**src/rtl/grfa_pkg.sv**
```systemverilog
// Shared types and constants for the grid rectangle first-fit allocator.
package grfa_pkg;

    localparam int DIM_W    = 5;  // rectangle size and grid size fields
    localparam int CORNER_W = 4;  // corner fields on the ports
    localparam int CNT_W    = 6;  // row/column counters inside the block
    localparam int SUM_W    = 7;  // corner plus size, compared against limits

    localparam int CFG_IDX_W  = 1;
    localparam int CFG_DATA_W = DIM_W;

    localparam logic [CFG_IDX_W-1:0] REG_ROWS_IN_USE = 1'd0;
    localparam logic [CFG_IDX_W-1:0] REG_COLS_IN_USE = 1'd1;

    localparam logic OP_PLACE = 1'b0;
    localparam logic OP_FREE  = 1'b1;

    typedef enum logic [2:0] {
        ST_IDLE,
        ST_CHECK,
        ST_SEARCH,
        ST_UPDATE,
        ST_DONE
    } state_t;

endpackage

```
**src/rtl/grfa_if.sv**
```systemverilog
// Request and response channel interfaces of the allocator.
interface grfa_req_if;
    logic                              valid;
    logic                              ready;
    logic                              opcode;
    logic [grfa_pkg::DIM_W-1:0]        rect_width;
    logic [grfa_pkg::DIM_W-1:0]        rect_height;
    logic [grfa_pkg::CORNER_W-1:0]     corner_row;
    logic [grfa_pkg::CORNER_W-1:0]     corner_col;

    modport source (
        output valid, opcode, rect_width, rect_height, corner_row, corner_col,
        input  ready
    );
    modport sink (
        input  valid, opcode, rect_width, rect_height, corner_row, corner_col,
        output ready
    );
endinterface

interface grfa_rsp_if;
    logic                              valid;
    logic                              ready;
    logic                              success;
    logic [grfa_pkg::CORNER_W-1:0]     placed_row;
    logic [grfa_pkg::CORNER_W-1:0]     placed_col;

    modport source (
        output valid, success, placed_row, placed_col,
        input  ready
    );
    modport sink (
        input  valid, success, placed_row, placed_col,
        output ready
    );
endinterface

```
**src/rtl/grid_rectangle_first_fit_allocator.sv**
```systemverilog
// Top level: first-fit 2D rectangle allocator over a row-wide occupancy memory.
//
//   channel   dir   handshake           payload
//   req       in    valid/ready         opcode, rect_width, rect_height,
//                                       corner_row, corner_col
//   rsp       out   valid/ready         success, placed_row, placed_col
//   cfg       in    cfg_we (no stall)   cfg_index, cfg_data
//
// One item at a time. The occupancy memory has one read port and one row per
// cycle is read, so the row sweep sets how long an item takes:
//   free: one sweep over its rows; place at the proposed corner: a check sweep,
//   then an update sweep; place by search: the check, a column-major search, then the update.
// Reset clears the occupancy through per-row valid bits; no clearing pass.
// A finished result waits in the output register; the next request is taken
// while it waits, and the block stalls only if a second result is ready first.
module grid_rectangle_first_fit_allocator #(
    parameter int MAX_ROWS = 16,
    parameter int MAX_COLS = 16
) (
    input  logic                                   clk,
    input  logic                                   rst_n,
    input  logic                                   cfg_we,
    input  logic [grfa_pkg::CFG_IDX_W-1:0]         cfg_index,
    input  logic [grfa_pkg::CFG_DATA_W-1:0]        cfg_data,
    grfa_req_if.sink                               req,
    grfa_rsp_if.source                             rsp
);

    localparam int AW    = (MAX_ROWS > 1) ? $clog2(MAX_ROWS) : 1;
    localparam int CNT_W = grfa_pkg::CNT_W;
    localparam int SUM_W = grfa_pkg::SUM_W;
    localparam int DIM_W = grfa_pkg::DIM_W;

    // ------------------------------------------------------------------
    // Configuration registers
    // ------------------------------------------------------------------
    logic [DIM_W-1:0] rows_reg;
    logic [DIM_W-1:0] cols_reg;

    always_ff @(posedge clk or negedge rst_n)
    begin
        if (!rst_n)
        begin
            rows_reg <= DIM_W'(16);
            cols_reg <= DIM_W'(16);
        end
        else if (cfg_we)
        begin
            case (cfg_index)
                grfa_pkg::REG_ROWS_IN_USE: rows_reg <= cfg_data;
                grfa_pkg::REG_COLS_IN_USE: cols_reg <= cfg_data;
                default: ;
            endcase
        end
    end

    // grid size clamped to the array
    logic [SUM_W-1:0] eff_rows;
    logic [SUM_W-1:0] eff_cols;

    assign eff_rows = (SUM_W'(rows_reg) > SUM_W'(MAX_ROWS)) ? SUM_W'(MAX_ROWS)
                                                             : SUM_W'(rows_reg);
    assign eff_cols = (SUM_W'(cols_reg) > SUM_W'(MAX_COLS)) ? SUM_W'(MAX_COLS)
                                                             : SUM_W'(cols_reg);

    // ------------------------------------------------------------------
    // Occupancy memory: one row per word, bit c set when column c is taken.
    // Rows never written since reset read as free through row_vld_reg.
    // ------------------------------------------------------------------
    logic [MAX_COLS-1:0] occ_mem [MAX_ROWS];
    logic [MAX_ROWS-1:0] row_vld_reg;
    logic [MAX_COLS-1:0] rd_q_reg;
    logic                rd_vld_reg;
    logic [MAX_COLS-1:0] rd_word;
    logic [AW-1:0]       rd_addr;
    logic [AW-1:0]       wr_addr;
    logic [MAX_COLS-1:0] wr_data;
    logic                mem_we;

    always_ff @(posedge clk)
    begin
        if (mem_we)
        begin
            occ_mem[wr_addr] <= wr_data;
        end
        rd_q_reg <= occ_mem[rd_addr];
    end

    always_ff @(posedge clk or negedge rst_n)
    begin
        if (!rst_n)
        begin
            row_vld_reg <= '0;
            rd_vld_reg  <= 1'b0;
        end
        else
        begin
            if (mem_we)
            begin
                row_vld_reg[wr_addr] <= 1'b1;
            end
            rd_vld_reg <= row_vld_reg[rd_addr];
        end
    end

    assign rd_word = rd_vld_reg ? rd_q_reg : '0;

    // ------------------------------------------------------------------
    // Control and working registers
    // ------------------------------------------------------------------
    grfa_pkg::state_t state_reg, state_next;

    logic             op_reg,    op_next;
    logic [DIM_W-1:0] w_reg,     w_next;
    logic [DIM_W-1:0] h_reg,     h_next;
    logic [CNT_W-1:0] crow_reg,  crow_next;   // chosen / requested corner
    logic [CNT_W-1:0] ccol_reg,  ccol_next;
    logic [CNT_W-1:0] iss_row_reg, iss_row_next;  // row being read this cycle
    logic [CNT_W-1:0] iss_col_reg, iss_col_next;
    logic             p_vld_reg, p_vld_next;      // read data returns now
    logic [CNT_W-1:0] p_row_reg, p_row_next;
    logic [CNT_W-1:0] p_col_reg, p_col_next;
    logic [DIM_W-1:0] run_reg,   run_next;        // free rows in a row, this column
    logic             ok_reg,    ok_next;

    logic                       rsp_vld_reg, rsp_vld_next;
    logic                       rsp_ok_reg,  rsp_ok_next;
    logic [grfa_pkg::CORNER_W-1:0] rsp_row_reg, rsp_row_next;
    logic [grfa_pkg::CORNER_W-1:0] rsp_col_reg, rsp_col_next;

    // column mask of the rectangle at the column being checked
    logic [CNT_W-1:0]    mask_col;
    logic [MAX_COLS-1:0] col_mask;
    logic                row_free;

    assign mask_col = (state_reg == grfa_pkg::ST_SEARCH) ? p_col_reg : ccol_reg;

    always_comb
    begin
        for (int i = 0; i < MAX_COLS; i++)
        begin
            col_mask[i] = (SUM_W'(i) >= SUM_W'(mask_col)) &&
                          (SUM_W'(i) < SUM_W'(mask_col) + SUM_W'(w_reg));
        end
    end

    assign row_free = ((rd_word & col_mask) == '0);

    // common sums
    logic [SUM_W-1:0] corner_end;   // crow + h
    logic [SUM_W-1:0] upd_end;      // last row + 1 touched by the update
    logic [SUM_W-1:0] p_row_inc;
    logic             corner_in_grid;
    logic             dims_fit;

    assign corner_end     = SUM_W'(crow_reg) + SUM_W'(h_reg);
    assign upd_end        = (corner_end > SUM_W'(MAX_ROWS)) ? SUM_W'(MAX_ROWS) : corner_end;
    assign p_row_inc      = SUM_W'(p_row_reg) + SUM_W'(1);
    assign corner_in_grid = (corner_end <= eff_rows) &&
                            (SUM_W'(ccol_reg) + SUM_W'(w_reg) <= eff_cols);
    assign dims_fit       = (SUM_W'(w_reg) <= eff_cols) && (SUM_W'(h_reg) <= eff_rows);

    always_ff @(posedge clk or negedge rst_n)
    begin
        if (!rst_n)
        begin
            state_reg   <= grfa_pkg::ST_IDLE;
            p_vld_reg   <= 1'b0;
            ok_reg      <= 1'b0;
            rsp_vld_reg <= 1'b0;
        end
        else
        begin
            state_reg   <= state_next;
            p_vld_reg   <= p_vld_next;
            ok_reg      <= ok_next;
            rsp_vld_reg <= rsp_vld_next;
        end
    end

    always_ff @(posedge clk)
    begin
        op_reg      <= op_next;
        w_reg       <= w_next;
        h_reg       <= h_next;
        crow_reg    <= crow_next;
        ccol_reg    <= ccol_next;
        iss_row_reg <= iss_row_next;
        iss_col_reg <= iss_col_next;
        p_row_reg   <= p_row_next;
        p_col_reg   <= p_col_next;
        run_reg     <= run_next;
        rsp_ok_reg  <= rsp_ok_next;
        rsp_row_reg <= rsp_row_next;
        rsp_col_reg <= rsp_col_next;
    end

    // ------------------------------------------------------------------
    // Next state and datapath
    // ------------------------------------------------------------------
    always_comb
    begin
        state_next   = state_reg;
        op_next      = op_reg;
        w_next       = w_reg;
        h_next       = h_reg;
        crow_next    = crow_reg;
        ccol_next    = ccol_reg;
        iss_row_next = iss_row_reg;
        iss_col_next = iss_col_reg;
        p_vld_next   = 1'b0;
        p_row_next   = p_row_reg;
        p_col_next   = p_col_reg;
        run_next     = run_reg;
        ok_next      = ok_reg;

        rsp_vld_next = rsp_vld_reg && !rsp.ready;
        rsp_ok_next  = rsp_ok_reg;
        rsp_row_next = rsp_row_reg;
        rsp_col_next = rsp_col_reg;

        mem_we  = 1'b0;
        rd_addr = iss_row_reg[AW-1:0];
        wr_addr = p_row_reg[AW-1:0];
        wr_data = (op_reg == grfa_pkg::OP_FREE) ? (rd_word & ~col_mask)
                                                : (rd_word | col_mask);

        req.ready = (state_reg == grfa_pkg::ST_IDLE);

        case (state_reg)
            grfa_pkg::ST_IDLE:
            begin
                if (req.valid)
                begin
                    op_next      = req.opcode;
                    w_next       = req.rect_width;
                    h_next       = req.rect_height;
                    crow_next    = CNT_W'(req.corner_row);
                    ccol_next    = CNT_W'(req.corner_col);
                    iss_row_next = CNT_W'(req.corner_row);
                    run_next     = '0;
                    ok_next      = 1'b1;
                    if (req.opcode == grfa_pkg::OP_FREE)
                    begin
                        // nothing to clear when the height is zero or the rows lie past the array
                        if (req.rect_height == '0 ||
                            SUM_W'(req.corner_row) >= SUM_W'(MAX_ROWS))
                        begin
                            state_next = grfa_pkg::ST_DONE;
                        end
                        else
                        begin
                            state_next = grfa_pkg::ST_UPDATE;
                        end
                    end
                    else if (req.rect_width == '0 || req.rect_height == '0)
                    begin
                        // empty rectangle fits at the proposed corner
                        state_next = grfa_pkg::ST_DONE;
                    end
                    else
                    begin
                        state_next = grfa_pkg::ST_CHECK;
                    end
                end
            end

            grfa_pkg::ST_CHECK:
            begin
                if (SUM_W'(iss_row_reg) < corner_end)
                begin
                    p_vld_next   = 1'b1;
                    p_row_next   = iss_row_reg;
                    iss_row_next = iss_row_reg + CNT_W'(1);
                end

                if (!corner_in_grid || (p_vld_reg && !row_free))
                begin
                    // proposed corner rejected: search column-major, or fail if it cannot fit
                    p_vld_next   = 1'b0;
                    iss_row_next = '0;
                    iss_col_next = '0;
                    run_next     = '0;
                    if (dims_fit)
                    begin
                        state_next = grfa_pkg::ST_SEARCH;
                    end
                    else
                    begin
                        ok_next    = 1'b0;
                        state_next = grfa_pkg::ST_DONE;
                    end
                end
                else if (p_vld_reg && p_row_inc == corner_end)
                begin
                    p_vld_next   = 1'b0;
                    iss_row_next = crow_reg;
                    state_next   = grfa_pkg::ST_UPDATE;
                end
            end

            grfa_pkg::ST_SEARCH:
            begin
                // read rows down each column; the mask follows the column
                if (SUM_W'(iss_col_reg) + SUM_W'(w_reg) <= eff_cols)
                begin
                    p_vld_next = 1'b1;
                    p_row_next = iss_row_reg;
                    p_col_next = iss_col_reg;
                    if (SUM_W'(iss_row_reg) + SUM_W'(1) == eff_rows)
                    begin
                        iss_row_next = '0;
                        iss_col_next = iss_col_reg + CNT_W'(1);
                    end
                    else
                    begin
                        iss_row_next = iss_row_reg + CNT_W'(1);
                    end
                end

                if (p_vld_reg)
                begin
                    if (row_free && (run_reg + DIM_W'(1) == h_reg))
                    begin
                        // first fitting corner: top row is h-1 rows above
                        crow_next    = CNT_W'(p_row_inc - SUM_W'(h_reg));
                        ccol_next    = p_col_reg;
                        iss_row_next = CNT_W'(p_row_inc - SUM_W'(h_reg));
                        p_vld_next   = 1'b0;
                        state_next   = grfa_pkg::ST_UPDATE;
                    end
                    else
                    begin
                        if (!row_free || p_row_inc == eff_rows)
                        begin
                            run_next = '0;
                        end
                        else
                        begin
                            run_next = run_reg + DIM_W'(1);
                        end
                        if (p_row_inc == eff_rows &&
                            SUM_W'(p_col_reg) + SUM_W'(1) + SUM_W'(w_reg) > eff_cols)
                        begin
                            p_vld_next = 1'b0;
                            ok_next    = 1'b0;
                            state_next = grfa_pkg::ST_DONE;
                        end
                    end
                end
            end

            grfa_pkg::ST_UPDATE:
            begin
                // read row k while row k-1 is written back
                if (SUM_W'(iss_row_reg) < upd_end)
                begin
                    p_vld_next   = 1'b1;
                    p_row_next   = iss_row_reg;
                    iss_row_next = iss_row_reg + CNT_W'(1);
                end
                if (p_vld_reg)
                begin
                    mem_we = 1'b1;
                    if (p_row_inc == upd_end)
                    begin
                        p_vld_next = 1'b0;
                        state_next = grfa_pkg::ST_DONE;
                    end
                end
            end

            grfa_pkg::ST_DONE:
            begin
                if (!rsp_vld_reg || rsp.ready)
                begin
                    rsp_vld_next = 1'b1;
                    rsp_ok_next  = ok_reg;
                    rsp_row_next = ok_reg ? crow_reg[grfa_pkg::CORNER_W-1:0] : '0;
                    rsp_col_next = ok_reg ? ccol_reg[grfa_pkg::CORNER_W-1:0] : '0;
                    state_next   = grfa_pkg::ST_IDLE;
                end
            end

            default:
            begin
                state_next = grfa_pkg::ST_IDLE;
            end
        endcase
    end

    assign rsp.valid      = rsp_vld_reg;
    assign rsp.success    = rsp_ok_reg;
    assign rsp.placed_row = rsp_row_reg;
    assign rsp.placed_col = rsp_col_reg;

`ifndef SYNTH
    // write-back stays inside the array
    a_wr_in_array: assert property (@(posedge clk) disable iff (!rst_n)
        mem_we |-> (SUM_W'(p_row_reg) < SUM_W'(MAX_ROWS)))
        else $error("occupancy write beyond the array");

    // a failed placement reports a zero corner
    a_fail_zero: assert property (@(posedge clk) disable iff (!rst_n)
        (rsp.valid && !rsp.success) |-> (rsp.placed_row == '0 && rsp.placed_col == '0))
        else $error("failed result with nonzero corner");

    // the free-row run never reaches the height without being taken
    a_run_bound: assert property (@(posedge clk) disable iff (!rst_n)
        (state_reg == grfa_pkg::ST_SEARCH) |-> (run_reg < h_reg))
        else $error("search run length overflow");

    // a finished item reaches the output register next cycle
    a_done_out: assert property (@(posedge clk) disable iff (!rst_n)
        (state_reg == grfa_pkg::ST_DONE && (!rsp_vld_reg || rsp.ready))
        |=> (rsp.valid && state_reg == grfa_pkg::ST_IDLE))
        else $error("result not loaded");

    // a new request is never taken while a read-modify-write is in flight
    a_no_accept_busy: assert property (@(posedge clk) disable iff (!rst_n)
        (req.valid && req.ready) |-> !p_vld_reg)
        else $error("request accepted with a row read pending");
`endif

endmodule

```
**src/flat_wrapper.sv**
```systemverilog
// flat-port wrapper written by rule: the top's interface ports become plain ports
module grid_rectangle_first_fit_allocator_flat 
#(
    parameter int MAX_ROWS = 16,
    parameter int MAX_COLS = 16
)
  (clk, rst_n, cfg_we, cfg_index, cfg_data, req_valid, req_opcode, req_rect_width, req_rect_height, req_corner_row, req_corner_col, req_ready, rsp_valid, rsp_success, rsp_placed_row, rsp_placed_col, rsp_ready);
  grfa_req_if req_i ();
  grfa_rsp_if rsp_i ();
  input  logic clk;
  input  logic rst_n;
  input  logic cfg_we;
  input  logic [grfa_pkg::CFG_IDX_W-1:0] cfg_index;
  input  logic [grfa_pkg::CFG_DATA_W-1:0] cfg_data;
  input wire logic [$bits(req_i.valid)-1:0] req_valid;
  input wire logic [$bits(req_i.opcode)-1:0] req_opcode;
  input wire logic [$bits(req_i.rect_width)-1:0] req_rect_width;
  input wire logic [$bits(req_i.rect_height)-1:0] req_rect_height;
  input wire logic [$bits(req_i.corner_row)-1:0] req_corner_row;
  input wire logic [$bits(req_i.corner_col)-1:0] req_corner_col;
  output wire logic [$bits(req_i.ready)-1:0] req_ready;
  output wire logic [$bits(rsp_i.valid)-1:0] rsp_valid;
  output wire logic [$bits(rsp_i.success)-1:0] rsp_success;
  output wire logic [$bits(rsp_i.placed_row)-1:0] rsp_placed_row;
  output wire logic [$bits(rsp_i.placed_col)-1:0] rsp_placed_col;
  input wire logic [$bits(rsp_i.ready)-1:0] rsp_ready;
  assign req_i.valid = req_valid;
  assign req_i.opcode = req_opcode;
  assign req_i.rect_width = req_rect_width;
  assign req_i.rect_height = req_rect_height;
  assign req_i.corner_row = req_corner_row;
  assign req_i.corner_col = req_corner_col;
  assign req_ready = req_i.ready;
  assign rsp_valid = rsp_i.valid;
  assign rsp_success = rsp_i.success;
  assign rsp_placed_row = rsp_i.placed_row;
  assign rsp_placed_col = rsp_i.placed_col;
  assign rsp_i.ready = rsp_ready;
  grid_rectangle_first_fit_allocator #(.MAX_ROWS(MAX_ROWS), .MAX_COLS(MAX_COLS)) u_core (.clk(clk), .rst_n(rst_n), .cfg_we(cfg_we), .cfg_index(cfg_index), .cfg_data(cfg_data), .req(req_i), .rsp(rsp_i));
endmodule
```
**config.mk**
```make
export PLATFORM = sky130hd
export DESIGN_NAME = grid_rectangle_first_fit_allocator_flat
export DESIGN_NICKNAME = d
export VERILOG_FILES = /design/src/rtl/grfa_pkg.sv /design/src/rtl/grfa_if.sv /design/src/rtl/grid_rectangle_first_fit_allocator.sv /design/src/flat_wrapper.sv
export SDC_FILE = /design/constraint.sdc
export NUM_CORES = 1
export LEC_CHECK = 0
export ABC_CLOCK_PERIOD_IN_PS = 5750
export BUFFER_PORTS_ARGS = -buffer_cell sky130_fd_sc_hd__buf_4
export CAP_MARGIN = 0
export CORE_ASPECT_RATIO = 0.75
export CORE_MARGIN = 4
export CORE_UTILIZATION = 40
export DETAILED_ROUTE_END_ITERATION = 16
export PLACE_DENSITY = 0.59
export SYNTH_ARGS = -nofsm -noshare
export SYNTH_HDL_FRONTEND = slang
export SYNTH_SLANG_ARGS = --single-unit
```
**constraint.sdc**
```tcl
create_clock -name clk -period 5.75 [get_ports clk]
set_clock_uncertainty 0.15 [all_clocks]
set_input_delay 1.15 -clock clk [delete_from_list [all_inputs] [get_ports clk]]
set_output_delay 1.15 -clock clk [all_outputs]
set_load 0.05 [all_outputs]
```
==> flow_summary.yaml, run 1 <==
outcome:
  status: "finished, final reports clean"
logic_synthesis:
  ys_seq_area_share_pct: 59.04
  synth_top_area_share_pct: 52.68
  synth_edf_count: 317
  yosys_warnings: 0
  ys_seq_elements: 366
  synth.top_cells.by_count: "edfxtp_1 (317), nand2_1 (106), mux2i_1 (82)"
  async_reset_ff_share_pct: 9.016
  syn_nets: 1491
  synth_cell_types: 77
  synth_cells: 1378
  syn_avg_cell_area_um2: 13.11
  synth_top_area_cell: "edfxtp_1"
  syn_area_um2: 18070
  synth_area_leaders: "edfxtp_1 (53%), ha_1 (5.3%), mux2i_1 (4.5%)"
  synth.most_common_cell: "edfxtp_1"
  ys.flop_type: "edfxtp_1"
setup_path:
  worstPathMaxFanout: 11
  crit_family: "compound AO/OA/AOI/OAI gates"
  path_cells: "or3b_1 > mux2_4 > ha_1 > nand2b_1 > a21oi_1 > xnor2_1 > nand2_2 > o311ai_0 > a41o_1 > nand3_2 > a211oi_2 > buf_4 > a31oi_1"
  cpPeakStageDelay_ns: 0.71
  cp_slowest_cell: "xnor2_1"
  cp.required_ns: 5.80
  worstSetupPathType: "reg2reg"
  cp.arrival_ns: 5.35
  crit_path_start_kind: "flip-flop"
  crit_path_end_kind: "flip-flop"
  path_buf_inv: 1
place:
  dp_hpwl_um: 32150
  dpl_cell_area_um2: 19270
  port_buffers: 40
  place_congestion: 0.8835
  dpl_worst_slack_ns: 0.5311
power_and_ir_drop:
  powerDensity_nw_per_um2: 547.1
  power.total_mw: 11.25
  power_leakage_nw: 7.588
  irDropWorstVdd_mv: 0.2792
clocking:
  cts_tree: "done"
  clk_pin_slew_worst_paths_ns: 0.06
  clockRootBuffer: "clkbuf_16"
  cts_hold_buf: 0
  clk_latency_ns: 0.55
  numCtsBuffers: 38
  postCtsSetupBuffers: 0
  htreeDepth: 2
  cts.sinks: 366
  cts_resized: 0
  cts_buffer_depth: 3
min_path:
  hold_class: "reg2reg"
finish:
  num_antenna_cells: 0
  area_delta_synth_final_pct: 13.79
  fin_area_um2: 20560
  nets: 1561
  fillers: 3982
  drive_gt1_share_pct: 16.85
  final_core_util_pct: 46.02
  largest_reg_flops: 256
  multi_input_area_um2: 7071
  ff_latch_area_um2: 10670
die:
  die_h_um: 192.1
  die_w_um: 253.4
  die_area_um2: 48670
  ios: 41
  rows: 67
  core-area_um2: 44680
  start_util_pct: 40.44
timing:
  slew_headroom_pct: 13.42
  fin_crit_ns: 5.291
  hold_violations: 0
  fmax_ghz: 0.1890
  setup_viol: 0
  period_share_pct: 92.02
  fin_setup_tns_ns: 0
  slew_viol_final: 0
  tightest_slew_ns: 1.299
  setup_ws_ns: 0.4587
  rsz0062_at_grt: "false"
global_routing:
  grt_pass1_wl_um: 72100
  grt_max_degree: 59
  track_usage_pct: 19.46
  grt_pass1_vias: 11374
  antenna_found_initial: 1
  grt-ovfl-total: 0
routing:
  wl_per_cell_um: 23.00
  vias: 11768
  postRouteAntennaNets: 0
  drt-initial-drc-count: 1180
  via_per_inst: 5.702
  first_pass_iters: 6
  drt-total-wl_um: 47480
  drc: 0
flow_run:
  max_cap_violations: 0
==> cell usage in the layout (no fill, tap or decap), types with 6 or more instances in the layout <==
cell / instances
nand2b_1: 17
clkbuf_8: 6
a211oi_1: 9
nor2b_1: 17
o21a_1: 9
mux2_2: 20
nor3_2: 6
mux4_2: 34
mux2i_1: 80
inv_1: 49
a22oi_1: 22
nor2_2: 11
a21oi_1: 60
a31oi_1: 6
or2_2: 21
o31ai_1: 10
nand2_1: 106
dfrtp_1: 31
fa_1: 6
o21ai_0: 70
nor3_1: 23
buf_4: 85
xnor2_1: 35
and2_1: 22
nor2_1: 60
or3_1: 7
nand3_1: 33
dfxtp_1: 16
nand4_1: 6
clkbuf_1: 11
ha_1: 77
a221oi_1: 17
nor4_1: 8
edfxtp_1: 317
a21o_1: 16
xor2_1: 18
clkbuf_16: 38
==> worst register-to-register path, cell delays in order (launching register included) <==
cell	delay, ns
dfrtp_1	0.57
or3b_1	0.55
mux2_4	0.40
ha_1	0.40
nand2b_1	0.11
a21oi_1	0.07
xnor2_1	0.71
nand2_2	0.26
o311ai_0	0.40
a41o_1	0.29
nand3_2	0.15
a211oi_2	0.43
buf_4	0.21
a31oi_1	0.24
==> report_power, final <==
group          internal, mW  switching, mW
logic                  1.84           2.98
registers              3.57          0.372
clock network          1.45           1.04
==> path summary, 6_finish.rpt <==
path                                  startpoint                endpoint  slack, ns  cells past startpoint
max in group asynchronous                  rst_n      u_core.cols_reg[4]       4.61                      1
max                          u_core.state_reg[1]   u_core.iss_row_reg[5]       0.46                     13
min in group asynchronous                  rst_n  u_core.row_vld_reg[15]       0.43                      1
min                        u_core.row_vld_reg[2]   u_core.row_vld_reg[2]       0.31                      1
min reg2reg                u_core.row_vld_reg[2]   u_core.row_vld_reg[2]       0.31                      1
max reg2reg                  u_core.state_reg[1]   u_core.iss_row_reg[5]       0.46                     13
==> routing by layer <==
layer	vias up	routed length, um	GRT usage [%]	part of all wire, %
met5	-	0	0	0
met2	339	20490	28.54	43
li1	5406	-	-	-
met1	5975	23510	31.00	50
met4	0	558	3.011	1.2
met3	48	2914	3.005	6.1
==> layout make-up <==
type,count,share of cell area [%]
clock inverter,15,0.9371
clock buffer,55,5.227
timing repair buffer,85,3.104
multi-input combinational,908,34.39
sequential,366,51.88
tap,586,3.566
inverter,49,0.8945
==> through the flow <==
stage	cells	hold WS (ns)
floorplan	1378	0.2834
global placement	1992	0.2960
detailed placement	1992	0.2995
CTS	2062	0.3143
global route	2064	0.3267
finish	2064	0.3133
==> logic make-up (layout without fill, tap and decap cells) <==
logic type,Yosys count,after routing,synth area share [%]
buf+inv,104,204,2.264
compound gates,274,274,10.10
mux,137,137,10.11
fa+ha+maj,83,83,5.997
xor+xnor,53,53,2.569
other cells,1,1,0.02075
simple gates,360,360,9.896
flops,366,366,59.04
No activity file was read; power rests on OpenSTA's default activity.
==> run 2, diff against run 1 <==
--- a/config.mk
+++ b/config.mk
@@ -13,6 +13,7 @@
 export CORE_UTILIZATION = 40
 export DETAILED_ROUTE_END_ITERATION = 16
 export PLACE_DENSITY = 0.59
+export REMOVE_ABC_BUFFERS = 1
 export SYNTH_ARGS = -nofsm -noshare
 export SYNTH_HDL_FRONTEND = slang
 export SYNTH_SLANG_ARGS = --single-unit
==> run 2 against run 1 <==
  * Final area up 0.16%
  * Largest power group unchanged
  * Flip-flop and latch count is the same
  * Highest routed layer unchanged
  * Non-clock buffer count down 5
  * Largest cell class unchanged
==> flow_summary.yaml, run 2 (same netlist as run 1, synthesis figures left out) <==
global_routing:
  antenna_found_initial: 0
  grt-ovfl-total: 0
  grt_pass1_wl_um: 71320
  grt_max_degree: 109
  grt_pass1_vias: 11475
  track_usage_pct: 19.15
routing:
  postRouteAntennaNets: 0
  vias: 11708
  wl_per_cell_um: 22.81
  drt-initial-drc-count: 1182
  drc: 0
  via_per_inst: 5.683
  first_pass_iters: 5
  drt-total-wl_um: 46990
timing:
  period_share_pct: 92.94
  slew_headroom_pct: 14.75
  fmax_ghz: 0.1871
  fin_crit_ns: 5.344
  hold_violations: 0
  setup_viol: 0
  slew_viol_final: 0
  rsz0062_at_grt: "false"
  tightest_slew_ns: 1.279
finish:
  stdcell_count: 2060
  area_delta_synth_final_pct: 13.97
  layout_common_cells: "edfxtp_1 (317), nand2_1 (106), mux2i_1 (81)"
  layout_commonest_cell: "edfxtp_1"
  largest_reg_flops: 256
  fin_area_um2: 20590
  num_antenna_cells: 0
  nets: 1557
  drive_gt1_share_pct: 16.96
setup_path:
  crit_path_end_kind: "flip-flop"
  worstPathMaxFanout: 11
  crit_path_start_kind: "flip-flop"
  cp.required_ns: 5.80
  worstSetupPathType: "reg2reg"
  cp.arrival_ns: 5.40
  r2r_cells: 12
clocking:
  cts_resized: 0
  clk_pin_slew_worst_paths_ns: 0.06
  cts.sinks: 366
  cts_hold_buf: 0
  cts_buffer_depth: 3
  clk_latency_ns: 0.54
  htreeDepth: 2
  clockRootBuffer: "clkbuf_16"
  numCtsBuffers: 39
  postCtsSetupBuffers: 0
  cts_tree: "done"
place:
  dp_hpwl_um: 30610
  place_congestion: 0.8731
  dp.cells: 1989
  port_buffers: 40
  dpl_cell_area_um2: 19260
power_and_ir_drop:
  p_comb_share_pct: 42.1
  power.internal_mw: 6.906
  power_leakage_nw: 7.593
  pwr-share-clk_pct: 22.8
  sequentialPowerShare_pct: 35.1
  power_switching_mw: 4.348
  irDropWorstVdd_mv: 0.3250
  powerDensity_nw_per_um2: 546.5
  swShare_pct: 38.64
  power.total_mw: 11.25
die:
  die_h_um: 192.1
  rows: 67
  start_util_pct: 40.44
  ios: 41
  core-area_um2: 44680
  die_area_um2: 48670
  die_w_um: 253.4
outcome:
  status: "finished, final reports clean"
min_path:
  min_path_cells: 1
  hold_class: "reg2reg"
flow_run:
  max_cap_violations: 0
==> run 2: area by class of cell <==
type                    count  area, um^2
clock inverters            17       205.2
flip-flops and latches    366       10670
repair buffers             80       613.1
inverters                  49       183.9
well taps                 586       733.2
multi-input cells         908        7067
fillers                  3943       24090
clock buffers              54        1124
==> run 2: worst paths after layout <==
path	to	from	slack [ns]
max	u_core.iss_row_reg[0]	u_core.state_reg[1]	0.41
min	u_core.row_vld_reg[2]	u_core.row_vld_reg[2]	0.31
max reg2reg	u_core.iss_row_reg[0]	u_core.state_reg[1]	0.41
min reg2reg	u_core.row_vld_reg[2]	u_core.row_vld_reg[2]	0.31
max in group asynchronous	u_core.cols_reg[4]	rst_n	4.67
min in group asynchronous	u_core.rows_reg[3]	rst_n	0.40
==> run 2: stage by stage <==
| step | hold slack, ns | utilization (%) | TNS (ns) | setup WS, ns |
|---|---|---|---|---|
| after CTS | 0.3135 | 46.08 | 0 | 0.4782 |
| after detailed placement | 0.2989 | 43.11 | 0 | 0.5007 |
| after global placement | 0.2957 | 43.11 | 0 | 0.5888 |
| final | 0.3142 | 46.09 | 0 | 0.4060 |
| after floorplan | 0.2834 | - | -9.511 | -0.9234 |
| after global routing | 0.3270 | 46.09 | 0 | 0.09269 |
==> run 2: power by group through the flow <==
stage,Clock [mW],Combinational [mW],Sequential [mW]
after detailed placement,0,4.71,4.00
after floorplan,0,3.21,4.08
after global placement,0,4.64,4.00
final,2.56,4.74,3.95
after CTS,2.61,4.74,3.95
after global routing,2.72,5.24,3.99
==> run 2: critical path, cell delays in order, from the launching register on <==
cell and delay (ns):
dfrtp_1 0.56, or3b_1 0.51, mux2_4 0.38, ha_1 0.40
nand2b_1 0.11, a21oi_1 0.07, xnor2_1 0.69, nand2_2 0.26
o311ai_0 0.40, a41o_1 0.32, nand3_2 0.16, a211oi_2 0.58
a31oi_1 0.39
==> run 2: routing by layer <==
| layer | up-vias | GRT usage, % | share of wire [%] |
|---|---|---|---|
| met1 | 5907 | 29.18 | 48 |
| met3 | 46 | 2.707 | 5.7 |
| met5 | - | 0 | 0 |
| met4 | 0 | 3.499 | 1.2 |
| met2 | 369 | 29.58 | 45 |
| li1 | 5386 | - | - |
